`config.mk`:
```
export PLATFORM = sky130hd
export DESIGN_NAME = ines_image_stream_parser_top
export DESIGN_NICKNAME = d
export VERILOG_FILES = /design/src/hw/rtl/ines_isp_pkg.sv /design/src/hw/rtl/ines_isp_in_stage.sv /design/src/hw/rtl/ines_isp_parser.sv /design/src/hw/rtl/ines_isp_out_stage.sv /design/src/hw/rtl/ines_image_stream_parser_top.sv
export VERILOG_INCLUDE_DIRS = /design/src /design/src/hw/rtl
export SDC_FILE = /design/constraint.sdc
export NUM_CORES = 1
export LEC_CHECK = 0
export BUFFER_PORTS_ARGS = -buffer_cell sky130_fd_sc_hd__buf_2
export CAP_MARGIN = 15
export CORE_MARGIN = 2
export CORE_UTILIZATION = 55
export CTS_CLUSTER_DIAMETER = 30
export DETAILED_ROUTE_END_ITERATION = 7
export HOLD_SLACK_MARGIN = 0.08
export PLACE_DENSITY = 0.88
export SYNTH_ARGS = -nofsm -noshare
export SYNTH_HDL_FRONTEND = slang
export SYNTH_HIERARCHICAL = 1
export SYNTH_SLANG_ARGS = --single-unit
```
`constraint.sdc`:
```
create_clock -name clk -period 6.35 [get_ports clk]
set_input_delay 0.3175 -clock clk [delete_from_list [all_inputs] [get_ports clk]]
set_output_delay 0.3175 -clock clk [all_outputs]
set_load 0.1 [all_outputs]
```
`src/hw/rtl/ines_image_stream_parser_top_assert.svh`:
```
// assertion macros for the cartridge image parser rtl
// expects signals named clk and rst_n in the scope of each use
`ifndef INES_IMAGE_STREAM_PARSER_TOP_ASSERT_SVH
`define INES_IMAGE_STREAM_PARSER_TOP_ASSERT_SVH

`ifndef NO_ASSERTIONS
// property checked on every edge outside reset
`define ISP_ASSERT(lbl, prop, msg) \
  lbl: assert property (@(posedge clk) disable iff (!rst_n) prop) else $error(msg);
// antecedent this cycle implies consequent on the next edge
`define ISP_ASSERT_NEXT(lbl, ante, cons, msg) \
  lbl: assert property (@(posedge clk) disable iff (!rst_n) (ante) |=> (cons)) else $error(msg);
`else
`define ISP_ASSERT(lbl, prop, msg)
`define ISP_ASSERT_NEXT(lbl, ante, cons, msg)
`endif

`endif

```
`src/hw/rtl/ines_isp_pkg.sv`:
```
// types and constants for the cartridge image parser
// no dependencies; imported by every rtl module of the block
`timescale 1ns / 1ps

package ines_isp_pkg;

  localparam int unsigned OFF_W     = 22;
  localparam int unsigned HDR_LEN   = 16;
  localparam int unsigned TRN_LEN   = 512;
  localparam int unsigned PRG_SHIFT = 14;
  localparam int unsigned CHR_SHIFT = 13;

  localparam logic [OFF_W-1:0] OFF_MAX = '1;

  // header byte positions that are decoded
  localparam logic [3:0] HB_PRG   = 4'd4;
  localparam logic [3:0] HB_CHR   = 4'd5;
  localparam logic [3:0] HB_FLG6  = 4'd6;
  localparam logic [3:0] HB_FLG7  = 4'd7;
  localparam logic [3:0] HB_RAM   = 4'd8;
  localparam logic [3:0] HB_TV    = 4'd9;

  typedef enum logic [2:0] {
    PH_HEADER  = 3'd0,
    PH_TRAINER = 3'd1,
    PH_PRG     = 3'd2,
    PH_CHR     = 3'd3,
    PH_TRAIL   = 3'd4
  } phase_t;

  typedef enum logic [2:0] {
    ST_OK        = 3'd0,
    ST_SHORT_HDR = 3'd1,
    ST_PRG_TRUNC = 3'd2,
    ST_CHR_TRUNC = 3'd3,
    ST_PRG_RAM   = 3'd4
  } status_t;

  typedef struct packed {
    logic [7:0] image_byte;
    logic       image_end;
  } in_item_t;

  typedef struct packed {
    phase_t           region;
    logic [OFF_W-1:0] region_offset;
    logic [7:0]       byte_out;
    logic             parse_done;
    status_t          status;
    logic [7:0]       mapper_id;
    logic             mirror_vertical;
    logic             tv_pal;
    logic [4:0]       header_flags;
    logic [7:0]       prg_banks;
    logic [7:0]       chr_banks;
    logic [7:0]       prg_ram_banks;
  } result_t;

endpackage

```
`src/hw/rtl/ines_isp_in_stage.sv`:
```
// input register of the cartridge image parser
// depends on ines_isp_pkg
`timescale 1ns / 1ps

module ines_isp_in_stage
  import ines_isp_pkg::*;
(
  input  logic     clk,
  input  logic     rst_n,
  input  logic     in_valid,
  output logic     in_ready,
  input  in_item_t in_item,
  output logic     s1_valid,
  input  logic     s1_ready,
  output in_item_t s1_item
);

  logic     valid_r;
  logic     valid_nxt;
  in_item_t item_r;

  // take a new transfer whenever the register is empty or draining
  assign in_ready  = !valid_r || s1_ready;
  assign valid_nxt = in_valid ? 1'b1 : (valid_r && !s1_ready);

  always_ff @(posedge clk) begin
    if (!rst_n) begin
      valid_r <= 1'b0;
    end else if (in_ready) begin
      valid_r <= valid_nxt;
    end
  end

  // payload needs no reset
  always_ff @(posedge clk) begin
    if (in_valid && in_ready) begin
      item_r <= in_item;
    end
  end

  assign s1_valid = valid_r;
  assign s1_item  = item_r;

endmodule

```
`src/hw/rtl/ines_isp_parser.sv`:
```
// header decode, region tracking and status for the cartridge image parser
// depends on ines_isp_pkg and the assertion macro header
`timescale 1ns / 1ps
`include "ines_image_stream_parser_top_assert.svh"

module ines_isp_parser
  import ines_isp_pkg::*;
(
  input  logic     clk,
  input  logic     rst_n,
  input  logic     s1_valid,
  output logic     s1_ready,
  input  in_item_t s1_item,
  output logic     res_valid,
  input  logic     res_ready,
  output result_t  res
);

  phase_t           phase_r, phase_nxt;
  logic [OFF_W-1:0] off_r, off_nxt;
  logic [7:0]       prg_r, prg_nxt;
  logic [7:0]       chr_r, chr_nxt;
  logic [7:0]       f6_r, f6_nxt;
  logic [7:0]       f7_r, f7_nxt;
  logic [7:0]       ram_r, ram_nxt;
  logic             pal_r, pal_nxt;

  logic             fire;
  logic [OFF_W-1:0] len;
  logic [OFF_W:0]   off_inc;
  logic             region_end;
  phase_t           after_prg, after_trn, after_hdr, follow;
  status_t          status;

  assign fire      = s1_valid && res_ready;
  assign s1_ready  = res_ready;
  assign res_valid = s1_valid;

  // header field capture
  always_comb begin
    prg_nxt = prg_r;
    chr_nxt = chr_r;
    f6_nxt  = f6_r;
    f7_nxt  = f7_r;
    ram_nxt = ram_r;
    pal_nxt = pal_r;
    if (phase_r == PH_HEADER) begin
      case (off_r[3:0])
        HB_PRG:  prg_nxt = s1_item.image_byte;
        HB_CHR:  chr_nxt = s1_item.image_byte;
        HB_FLG6: f6_nxt  = s1_item.image_byte;
        HB_FLG7: f7_nxt  = s1_item.image_byte;
        HB_RAM:  ram_nxt = s1_item.image_byte;
        HB_TV:   pal_nxt = s1_item.image_byte[0];
        default: ;
      endcase
    end
  end

  // length of the current region
  always_comb begin
    unique case (phase_r)
      PH_HEADER:  len = OFF_W'(HDR_LEN);
      PH_TRAINER: len = f6_nxt[2] ? OFF_W'(TRN_LEN) : '0;
      PH_PRG:     len = OFF_W'({prg_nxt, {PRG_SHIFT{1'b0}}});
      PH_CHR:     len = OFF_W'({chr_nxt, {CHR_SHIFT{1'b0}}});
      default:    len = '0;
    endcase
  end

  assign off_inc    = {1'b0, off_r} + {{OFF_W{1'b0}}, 1'b1};
  assign region_end = off_inc >= {1'b0, len};

  // next non-empty region, skipping those of zero length
  assign after_prg = (chr_nxt != 8'd0) ? PH_CHR : PH_TRAIL;
  assign after_trn = (prg_nxt != 8'd0) ? PH_PRG : after_prg;
  assign after_hdr = f6_nxt[2] ? PH_TRAINER : after_trn;

  always_comb begin
    unique case (phase_r)
      PH_HEADER:  follow = after_hdr;
      PH_TRAINER: follow = after_trn;
      PH_PRG:     follow = after_prg;
      default:    follow = PH_TRAIL;
    endcase
  end

  // phase and offset advance
  always_comb begin
    if (phase_r == PH_TRAIL) begin
      phase_nxt = PH_TRAIL;
      off_nxt   = (off_r == OFF_MAX) ? off_r : off_inc[OFF_W-1:0];
    end else if (region_end) begin
      phase_nxt = follow;
      off_nxt   = '0;
    end else begin
      phase_nxt = phase_r;
      off_nxt   = off_inc[OFF_W-1:0];
    end
  end

  // status on the final byte
  always_comb begin
    if (!s1_item.image_end) begin
      status = ST_OK;
    end else if (phase_r == PH_HEADER && phase_nxt == PH_HEADER) begin
      status = ST_SHORT_HDR;
    end else if (phase_nxt == PH_TRAINER || phase_nxt == PH_PRG) begin
      status = ST_PRG_TRUNC;
    end else if (phase_nxt == PH_CHR) begin
      status = ST_CHR_TRUNC;
    end else if (f6_nxt[1]) begin
      status = ST_PRG_RAM;
    end else begin
      status = ST_OK;
    end
  end

  // result item
  always_comb begin
    res.region          = phase_r;
    res.region_offset   = off_r;
    res.byte_out        = s1_item.image_byte;
    res.parse_done      = s1_item.image_end;
    res.status          = status;
    res.mapper_id       = {f7_nxt[7:4], f6_nxt[7:4]};
    res.mirror_vertical = f6_nxt[0];
    res.tv_pal          = pal_nxt;
    res.header_flags    = {f7_nxt[1:0], f6_nxt[3:1]};
    res.prg_banks       = prg_nxt;
    res.chr_banks       = chr_nxt;
    res.prg_ram_banks   = ram_nxt;
  end

  // parse state; the final byte returns everything to reset values
  always_ff @(posedge clk) begin
    if (!rst_n || (fire && s1_item.image_end)) begin
      phase_r <= PH_HEADER;
      off_r   <= '0;
      prg_r   <= '0;
      chr_r   <= '0;
      f6_r    <= '0;
      f7_r    <= '0;
      ram_r   <= '0;
      pal_r   <= 1'b0;
    end else if (fire) begin
      phase_r <= phase_nxt;
      off_r   <= off_nxt;
      prg_r   <= prg_nxt;
      chr_r   <= chr_nxt;
      f6_r    <= f6_nxt;
      f7_r    <= f7_nxt;
      ram_r   <= ram_nxt;
      pal_r   <= pal_nxt;
    end
  end

  // header, trainer and program offsets stay inside their regions
  `ISP_ASSERT(a_hdr_off, (phase_r == PH_HEADER) |-> (off_r < OFF_W'(HDR_LEN)), "header offset")
  `ISP_ASSERT(a_trn_off, (phase_r == PH_TRAINER) |-> (f6_r[2] && off_r < OFF_W'(TRN_LEN)), "trainer offset")
  `ISP_ASSERT(a_prg_off, (phase_r == PH_PRG) |-> (off_r < OFF_W'({prg_r, {PRG_SHIFT{1'b0}}})), "program offset")
  `ISP_ASSERT_NEXT(a_restart, fire && s1_item.image_end, phase_r == PH_HEADER && off_r == '0, "no restart")
  `ISP_ASSERT_NEXT(a_trail, fire && !s1_item.image_end && phase_r == PH_TRAIL, phase_r == PH_TRAIL, "left trailer")

endmodule

```
`src/hw/rtl/ines_isp_out_stage.sv`:
```
// result register of the cartridge image parser
// depends on ines_isp_pkg
`timescale 1ns / 1ps

module ines_isp_out_stage
  import ines_isp_pkg::*;
(
  input  logic    clk,
  input  logic    rst_n,
  input  logic    res_valid,
  output logic    res_ready,
  input  result_t res,
  output logic    out_valid,
  input  logic    out_ready,
  output result_t out_res
);

  logic    valid_r;
  logic    valid_nxt;
  result_t res_r;

  // load when empty or when the held result is being taken
  assign res_ready = !valid_r || out_ready;
  assign valid_nxt = res_valid ? 1'b1 : (valid_r && !out_ready);

  always_ff @(posedge clk) begin
    if (!rst_n) begin
      valid_r <= 1'b0;
    end else if (res_ready) begin
      valid_r <= valid_nxt;
    end
  end

  always_ff @(posedge clk) begin
    if (res_valid && res_ready) begin
      res_r <= res;
    end
  end

  assign out_valid = valid_r;
  assign out_res   = res_r;

endmodule

```
`src/hw/rtl/ines_image_stream_parser_top.sv`:
```
// top level of the cartridge image stream parser
// depends on ines_isp_pkg, ines_isp_in_stage, ines_isp_parser, ines_isp_out_stage
`timescale 1ns / 1ps

// Feed the cartridge image one byte per transfer and mark the final byte with
// in_image_end. Every byte gives one result: its region (header, trainer,
// program rom, pattern rom, trailer), its offset in that region, the byte
// itself and the header fields decoded so far. The result of the final byte
// carries out_parse_done and the status, and the parser then starts over for
// a new image. One byte is taken every cycle while the result side does not
// stall; a result goes through the input register, then decode and offset
// compare into the result register; stalls on the result side hold both stages.
module ines_image_stream_parser_top
  import ines_isp_pkg::*;
(
  input  logic             clk,
  input  logic             rst_n,
  input  logic             in_valid,
  output logic             in_ready,
  input  logic [7:0]       in_image_byte,
  input  logic             in_image_end,
  output logic             out_valid,
  input  logic             out_ready,
  output logic [2:0]       out_region,
  output logic [OFF_W-1:0] out_region_offset,
  output logic [7:0]       out_byte_out,
  output logic             out_parse_done,
  output logic [2:0]       out_status,
  output logic [7:0]       out_mapper_id,
  output logic             out_mirror_vertical,
  output logic             out_tv_pal,
  output logic [4:0]       out_header_flags,
  output logic [7:0]       out_prg_banks,
  output logic [7:0]       out_chr_banks,
  output logic [7:0]       out_prg_ram_banks
);

  in_item_t in_item, s1_item;
  logic     s1_valid, s1_ready;
  logic     res_valid, res_ready;
  result_t  res, out_res;

  assign in_item.image_byte = in_image_byte;
  assign in_item.image_end  = in_image_end;

  ines_isp_in_stage u_in_stage (
    .clk      (clk),
    .rst_n    (rst_n),
    .in_valid (in_valid),
    .in_ready (in_ready),
    .in_item  (in_item),
    .s1_valid (s1_valid),
    .s1_ready (s1_ready),
    .s1_item  (s1_item)
  );

  ines_isp_parser u_parser (
    .clk       (clk),
    .rst_n     (rst_n),
    .s1_valid  (s1_valid),
    .s1_ready  (s1_ready),
    .s1_item   (s1_item),
    .res_valid (res_valid),
    .res_ready (res_ready),
    .res       (res)
  );

  ines_isp_out_stage u_out_stage (
    .clk       (clk),
    .rst_n     (rst_n),
    .res_valid (res_valid),
    .res_ready (res_ready),
    .res       (res),
    .out_valid (out_valid),
    .out_ready (out_ready),
    .out_res   (out_res)
  );

  // unpack the result register onto the ports
  assign out_region          = out_res.region;
  assign out_region_offset   = out_res.region_offset;
  assign out_byte_out        = out_res.byte_out;
  assign out_parse_done      = out_res.parse_done;
  assign out_status          = out_res.status;
  assign out_mapper_id       = out_res.mapper_id;
  assign out_mirror_vertical = out_res.mirror_vertical;
  assign out_tv_pal          = out_res.tv_pal;
  assign out_header_flags    = out_res.header_flags;
  assign out_prg_banks       = out_res.prg_banks;
  assign out_chr_banks       = out_res.chr_banks;
  assign out_prg_ram_banks   = out_res.prg_ram_banks;

endmodule
```
* After elaboration in Yosys (flattened, before gate mapping)
Cells that the tools add are included.
Storage, ports and cells: bits in read-only memories 0, RAM bits 0, latch bits 0, register bits after elaboration 153, memories 0, input bits 13, word-level logic and storage cells 97
Operators by class: eq/ne operators 15, multipliers 0, order comparisons 1, mux-type cells 29, reduce and logical (&&, ||, !) cells 23, bitwise gates (word level) 1, div/mod/pow operators 0, add/subtract/negate cells 1, shift-type cells 0
Operator list (count):
- 22-bit case mux with 4 select lines | 1
- 8-bit two-way mux | 10
- 22-bit two-way mux | 3
- 22-bit by 1-bit adder with 23-bit output, second input constant | 1
- 23-bit by 22-bit greater-or-equal comparator with 1-bit output | 1
- 22-bit == test, second input constant | 1
- 3-bit two-way mux | 6
- 4-bit by 3-bit == test with 1-bit output, second input constant | 4
- 8-bit nonzero test | 2
- 3-bit by 2-bit == test with 1-bit output, second input constant | 4
- 10-bit two-way mux | 1
- 3-bit case mux with 3 select lines | 1
- 4-bit == test, second input constant | 2
- 3-bit by 1-bit == test with 1-bit output, second input constant | 2
- 1-bit logical AND | 6
- 3-bit logical NOT | 2
- 1-bit logical NOT | 5
- 1-bit two-way mux | 5
- 1-bit logical OR | 4
- 2-bit two-way mux | 2
- 4-bit OR reduction | 1
- 3-bit == test, second input constant | 1
- 3-bit AND reduction | 1
- 2-bit != test, second input constant | 1
- other kinds (3) | 3

* Depth between registers and ports, before layout
depth in word-level cells 14, depth in mapped cells 17

* Hierarchy
Netlist, hierarchy kept.
By module, submodules not included:
- ines_isp_parser | times used 1, area an instance 4202.8 um2, cells each 544
- ines_isp_out_stage | times used 1, area an instance 2339.7 um2, cells each 81
- ines_isp_in_stage | times used 1, area an instance 327.8 um2, cells each 14

* Worst setup path after synthesis
No wires, ideal clock.
path type reg-to-reg, start point register u_parser.off_r[1], end point register u_out_stage.res_r, in the netlist u_out_stage/out_res[40], data pin, data arrival time 3.780 ns, stages on the path, launching flop included 16, clock period less this slack 4.035 ns, library setup time 0.255 ns, path buffers 1, path slack 2.315 ns, cells stage by stage dfxtp_1 ha_1 and3_1 clkbuf_1 nand2_1 or3_1 nor3_1 xor2_1 ha_1 and3_1 nand3_1 or3_1 o311a_1 a211oi_2 nor2_1 and3_1
Between the ends: cells in the longest elaborated chain, start to end 13
Ends and longest elaborated chain:
- start, declared | line ines_isp_parser.sv:20 | logic [OFF_W-1:0] off_r, off_nxt;
- start signal, assigned | line ines_isp_parser.sv:148 | off_r <= off_nxt;
- branches (longest 8 deep; another with 22-bit by 1-bit adder with 23-bit output)
- 3-bit two-way mux (*) | line ines_isp_parser.sv:93 | end else if (region_end) begin
- 3-bit two-way mux (*) | line ines_isp_parser.sv:90 | if (phase_r == PH_TRAIL) begin
- 3-bit by 2-bit == test with 1-bit output, or another cell as far along | line ines_isp_parser.sv:110 | end else if (phase_nxt == PH_CHR) begin
- 2-bit two-way mux, or another cell as far along | line ines_isp_parser.sv:110
- 2-bit two-way mux or 2-bit OR reduction (tied branches)
- end signal, assigned | line ines_isp_out_stage.sv:36 | res_r <= res;
- end, declared | line ines_isp_out_stage.sv:20 | result_t res_r;
Every way passes the cells marked *. A chain may end at the register's enable or synchronous reset.

* Worst setup path after layout
start point register u_parser.off_r[2], end point register u_parser.off_r[12]
Between the ends: cells in the longest elaborated chain, start to end 8
Ends and longest elaborated chain:
- branches (longest 8 deep; another with 22-bit by 1-bit adder with 23-bit output)
Parallel ways; which one is timed is not known. The select of a mux whose other input is x is not followed.

==> summary.txt <==
Status
  – Outcome: finished clean

Yosys
  – Syn Area/Cell: 10.8 um2
  – Register area share after synthesis: 0.564
  – Mapped Area: between 6000 and 7000 um2
  – FF+latch count, synth: about 150
  – Yosys warns: 6
  – Yosys top cell area share: 0.372
  – Syn Inst Count: approximately 640
  – Synth Flop Type: edfxtp_1
  – EDFF count, synth: 85
  – Syn_nets: roughly 670
  – Post-synthesis async set-or-reset flop share: 0
  – Largest cells by area after synthesis: edfxtp_1, dfxtp_1, nand2_1, mux2_2, ha_1
  – Synth unique cells: 62
  – Top cell type by total area after synthesis: edfxtp_1

Global routing
  – Initial antenna violation count: 0
  – Global-route wire length before repair: approximately 26000 um
  – Pin count of the biggest net entering global routing: 77
  – Number of global-route vias before repair: 4947
  – Overflow after GRT: 0
  – GRT Overall Usage: 0.253

Clock network
  – H-tree levels: 4
  – Post_cts resized: 0
  – Clk pin slew, worst setup/hold paths: 0.07 ns
  – CTS Root Cell: clkbuf_16
  – Post-CTS setup buffer count: 0
  – Clock latency on the worst-skew pair: 0.43 ns
  – CTS Buffer Depth: 2
  – TritonCTS buffer count: 17
  – Sink Count: ~150
  – CTS tree: built

Power and ir drop
  – Pwr Density: about 300 nW/um2
  – Power Total: about 2.3 mW
  – Peak VDD IR: approximately 0.27 mV
  – P_leak: between 3 and 4 nW

STA
  – Hold Fails Final Rpt: 0
  – TNS Setup: 0 ns
  – Setup Skew: 0.0104 ns
  – Final worst setup slack: 1.45 ns
  – Final Cycle Share: 0.772
  – Max-Slew Margin vs Limit: 0.313
  – Final Critical Period: 4.90 ns
  – RSZ-0062 raised after global routing: false
  – Final Max Tran Viols: 0
  – Endpoints failing setup: 0
  – Min Hold Slack: 0.146 ns
  – Worst Tran Pin Value: about 1.0 ns
  – Max Fclk: 0.204 GHz

Critical path
  – Req. time, crit path: around 6.7 ns
  – Slowest stage delay, CP: about 0.66 ns
  – Critical Path Fanout Max: 27
  – Slowest cell on crit path: or4_1
  – CP Capture Type: flop
  – Worst endpoint data arrival time: approximately 5.2 ns
  – CP cell instances: and4_1 -> nand4_1 -> or4_1 -> or2_1 -> xnor2_1 -> ha_1 -> and3_1 -> nand3_1 -> nor2_1 -> o31ai_1 -> o311ai_4 -> o21ai_4 -> nand3_1 -> o41ai_1
  – Crit Path Class: reg2reg
  – Startpoint types: flop
  – Critical path's most frequent cell: nand3_1

Hold path
  – Hold crit path type: in2reg

Drt
  – Vias per Instance: 5.87
  – ANT nets after route: 0
  – Detailed router's first-iteration violation count: 616
  – Via count: around 5200
  – Met1 WL: between 6000 and 7000 um
  – Total Routed Length: 16700 um
  – Routed len/inst: approximately 19 um
  – Residual DRC count: 0
  – Pre-antenna DRT Iters: 6
  – Met2 wire length: 8240 um
  – Uppermost layer routed: met4
  – Met3 wire length: between 1000 and 1500 um

Cells and area
  – Synth-to-Final Area Change: 16.1%
  – Final core occ: 0.659
  – Final #Nets: roughly 740
  – Cell Count, Final, Fillers Out: 894
  – Final instance area: ~8000 um2
  – Layout cells sized above 1: 0.236
  – Diodes inserted: 0

Placement
  – Placed instance count: ~850
  – Cell Area, Placed: approximately 7300 um2
  – Dpl ws: 1.62 ns
  – Dpl hpwl: approximately 11000 um
  – GPL Wtd Cong: between 0.9 and 1
  – Port bufs: 90

Floorplanning
  – Ports: between 90 and 100
  – Die area: approximately 13000 um2
  – Die height: about 120 um
  – Starting Density: 0.567
  – Die X-Extent: about 120 um
  – Core ar.: 12100 um2
  – Row Count: 40

Run
  – Max Cap Viol: 0
cell type report:
class / instances / area, um2
Fill cell: 937 / 4130
Sequential cell: 151 / 3870
Multi-Input combinational cell: 420 / 2680
Timing Repair Buffer: 103 / 571
Clock buffer: 17 / 425
Tap cell: 168 / 210
Clock inverter: 15 / 148
Inverter: 20 / 75.1
synthesized netlist by cell type, drive strengths merged (3+ instances only):
cell type	n
and4	3
inv	20
and2	9
or4	3
edfxtp	85
nor2	50
nor4	5
mux2i	13
a21oi	35
ha	15
a211oi	13
and3	7
o21ai	15
dfxtp	66
buf	23
nand3	31
mux2	29
nand4	9
a31oi	9
nor3	20
xor2	5
clkbuf	25
o211ai	9
xnor2	13
nand2	92
where the power goes:
| part | leakage [nW] | switching [mW] | internal [mW] | total, mW |
|---|---|---|---|---|
| clock network | 0.273 | 0.426 | 0.548 | 0.974 |
| logic | 1.39 | 0.236 | 0.0466 | 0.283 |
| registers | 1.34 | 0.0226 | 1.07 | 1.09 |
worst max-delay path: cells and delay by family, from the launching register on:
family / cells / cell delay, ns
simple gates: 8 / 2.37
compound gates: 4 / 1.34
flops: 1 / 0.52
fa+ha+maj: 1 / 0.29
xor+xnor: 1 / 0.26
per-layer routing:
| layer | vias up | track usage |
|---|---|---|
| met5 | - | 0 |
| met4 | 0 | 0.102 |
| met3 | 38 | 0.0617 |
| met2 | 270 | 0.413 |
| met1 | 2492 | 0.326 |
| li1 | 2444 | - |
registers in the layout, indices dropped and copies added (netlist names):
name,flops
u_in_stage/s1_valid,1
u_parser/ram_r,8
u_parser/prg_r,8
u_parser/phase_r,3
u_parser/off_r,22
u_parser/pal_r,1
u_parser/chr_r,8
u_in_stage/s1_item,9
u_parser/f6_r,8
u_out_stage/out_res,76
u_parser/f7_r,6
u_out_stage/out_valid,1
timing repair:
action,CTS,global route
endpoints found under the setup margin,0,0
hold buffers,9,0
hold endpoints to repair,9,0
layout by cell type, fill, tap and decap left out, types with 3 or more instances in the layout:
| cell type | count |
|---|---|
| nor4_1 | 5 |
| nand3_1 | 29 |
| ha_1 | 15 |
| buf_4 | 4 |
| edfxtp_1 | 85 |
| buf_2 | 90 |
| o21ai_0 | 6 |
| a21oi_1 | 35 |
| inv_1 | 20 |
| nand4_1 | 9 |
| xor2_1 | 5 |
| inv_8 | 3 |
| o211ai_1 | 9 |
| and4_1 | 3 |
| and2_1 | 6 |
| clkinv_4 | 5 |
| nand2_1 | 92 |
| mux2_2 | 29 |
| clkbuf_16 | 17 |
| clkinvlp_4 | 3 |
| xnor2_1 | 13 |
| nor3_1 | 19 |
| a211oi_1 | 11 |
| o21ai_1 | 7 |
| a31oi_1 | 9 |
| mux2i_1 | 13 |
| and3_1 | 7 |
| nor2_1 | 50 |
| dlygate4sd3_1 | 9 |
| dfxtp_1 | 66 |
logic make-up (layout without fill, tap and decap cells):
logic type,count (synthesis),in the layout,share of synthesized area
AO/OA/AOI/OAI,103,103,0.103
adder cells (fa/ha/maj),15,15,0.0273
flip-flops,151,151,0.564
buffers and inverters,68,155,0.0468
AND/OR/NAND/NOR,242,242,0.170
multiplexers,42,42,0.0665
XOR/XNOR,18,18,0.0229
path summary, 6_finish.rpt:
check                            startpoint                                to  slack, ns  cells after the start
max          u_parser/off_r[2]$_SDFFE_PP0P_   u_parser/off_r[12]$_SDFFE_PP0P_       1.45                     14
min                                in_valid  u_in_stage/s1_valid$_SDFFE_PN0P_       0.15                      3
max reg2reg  u_parser/off_r[2]$_SDFFE_PP0P_   u_parser/off_r[12]$_SDFFE_PP0P_       1.45                     14
min reg2reg   u_parser/f7_r[4]$_SDFFE_PP0P_     u_parser/f7_r[4]$_SDFFE_PP0P_       0.45                      2
Note: power is estimated with default switching activity, not from simulation.
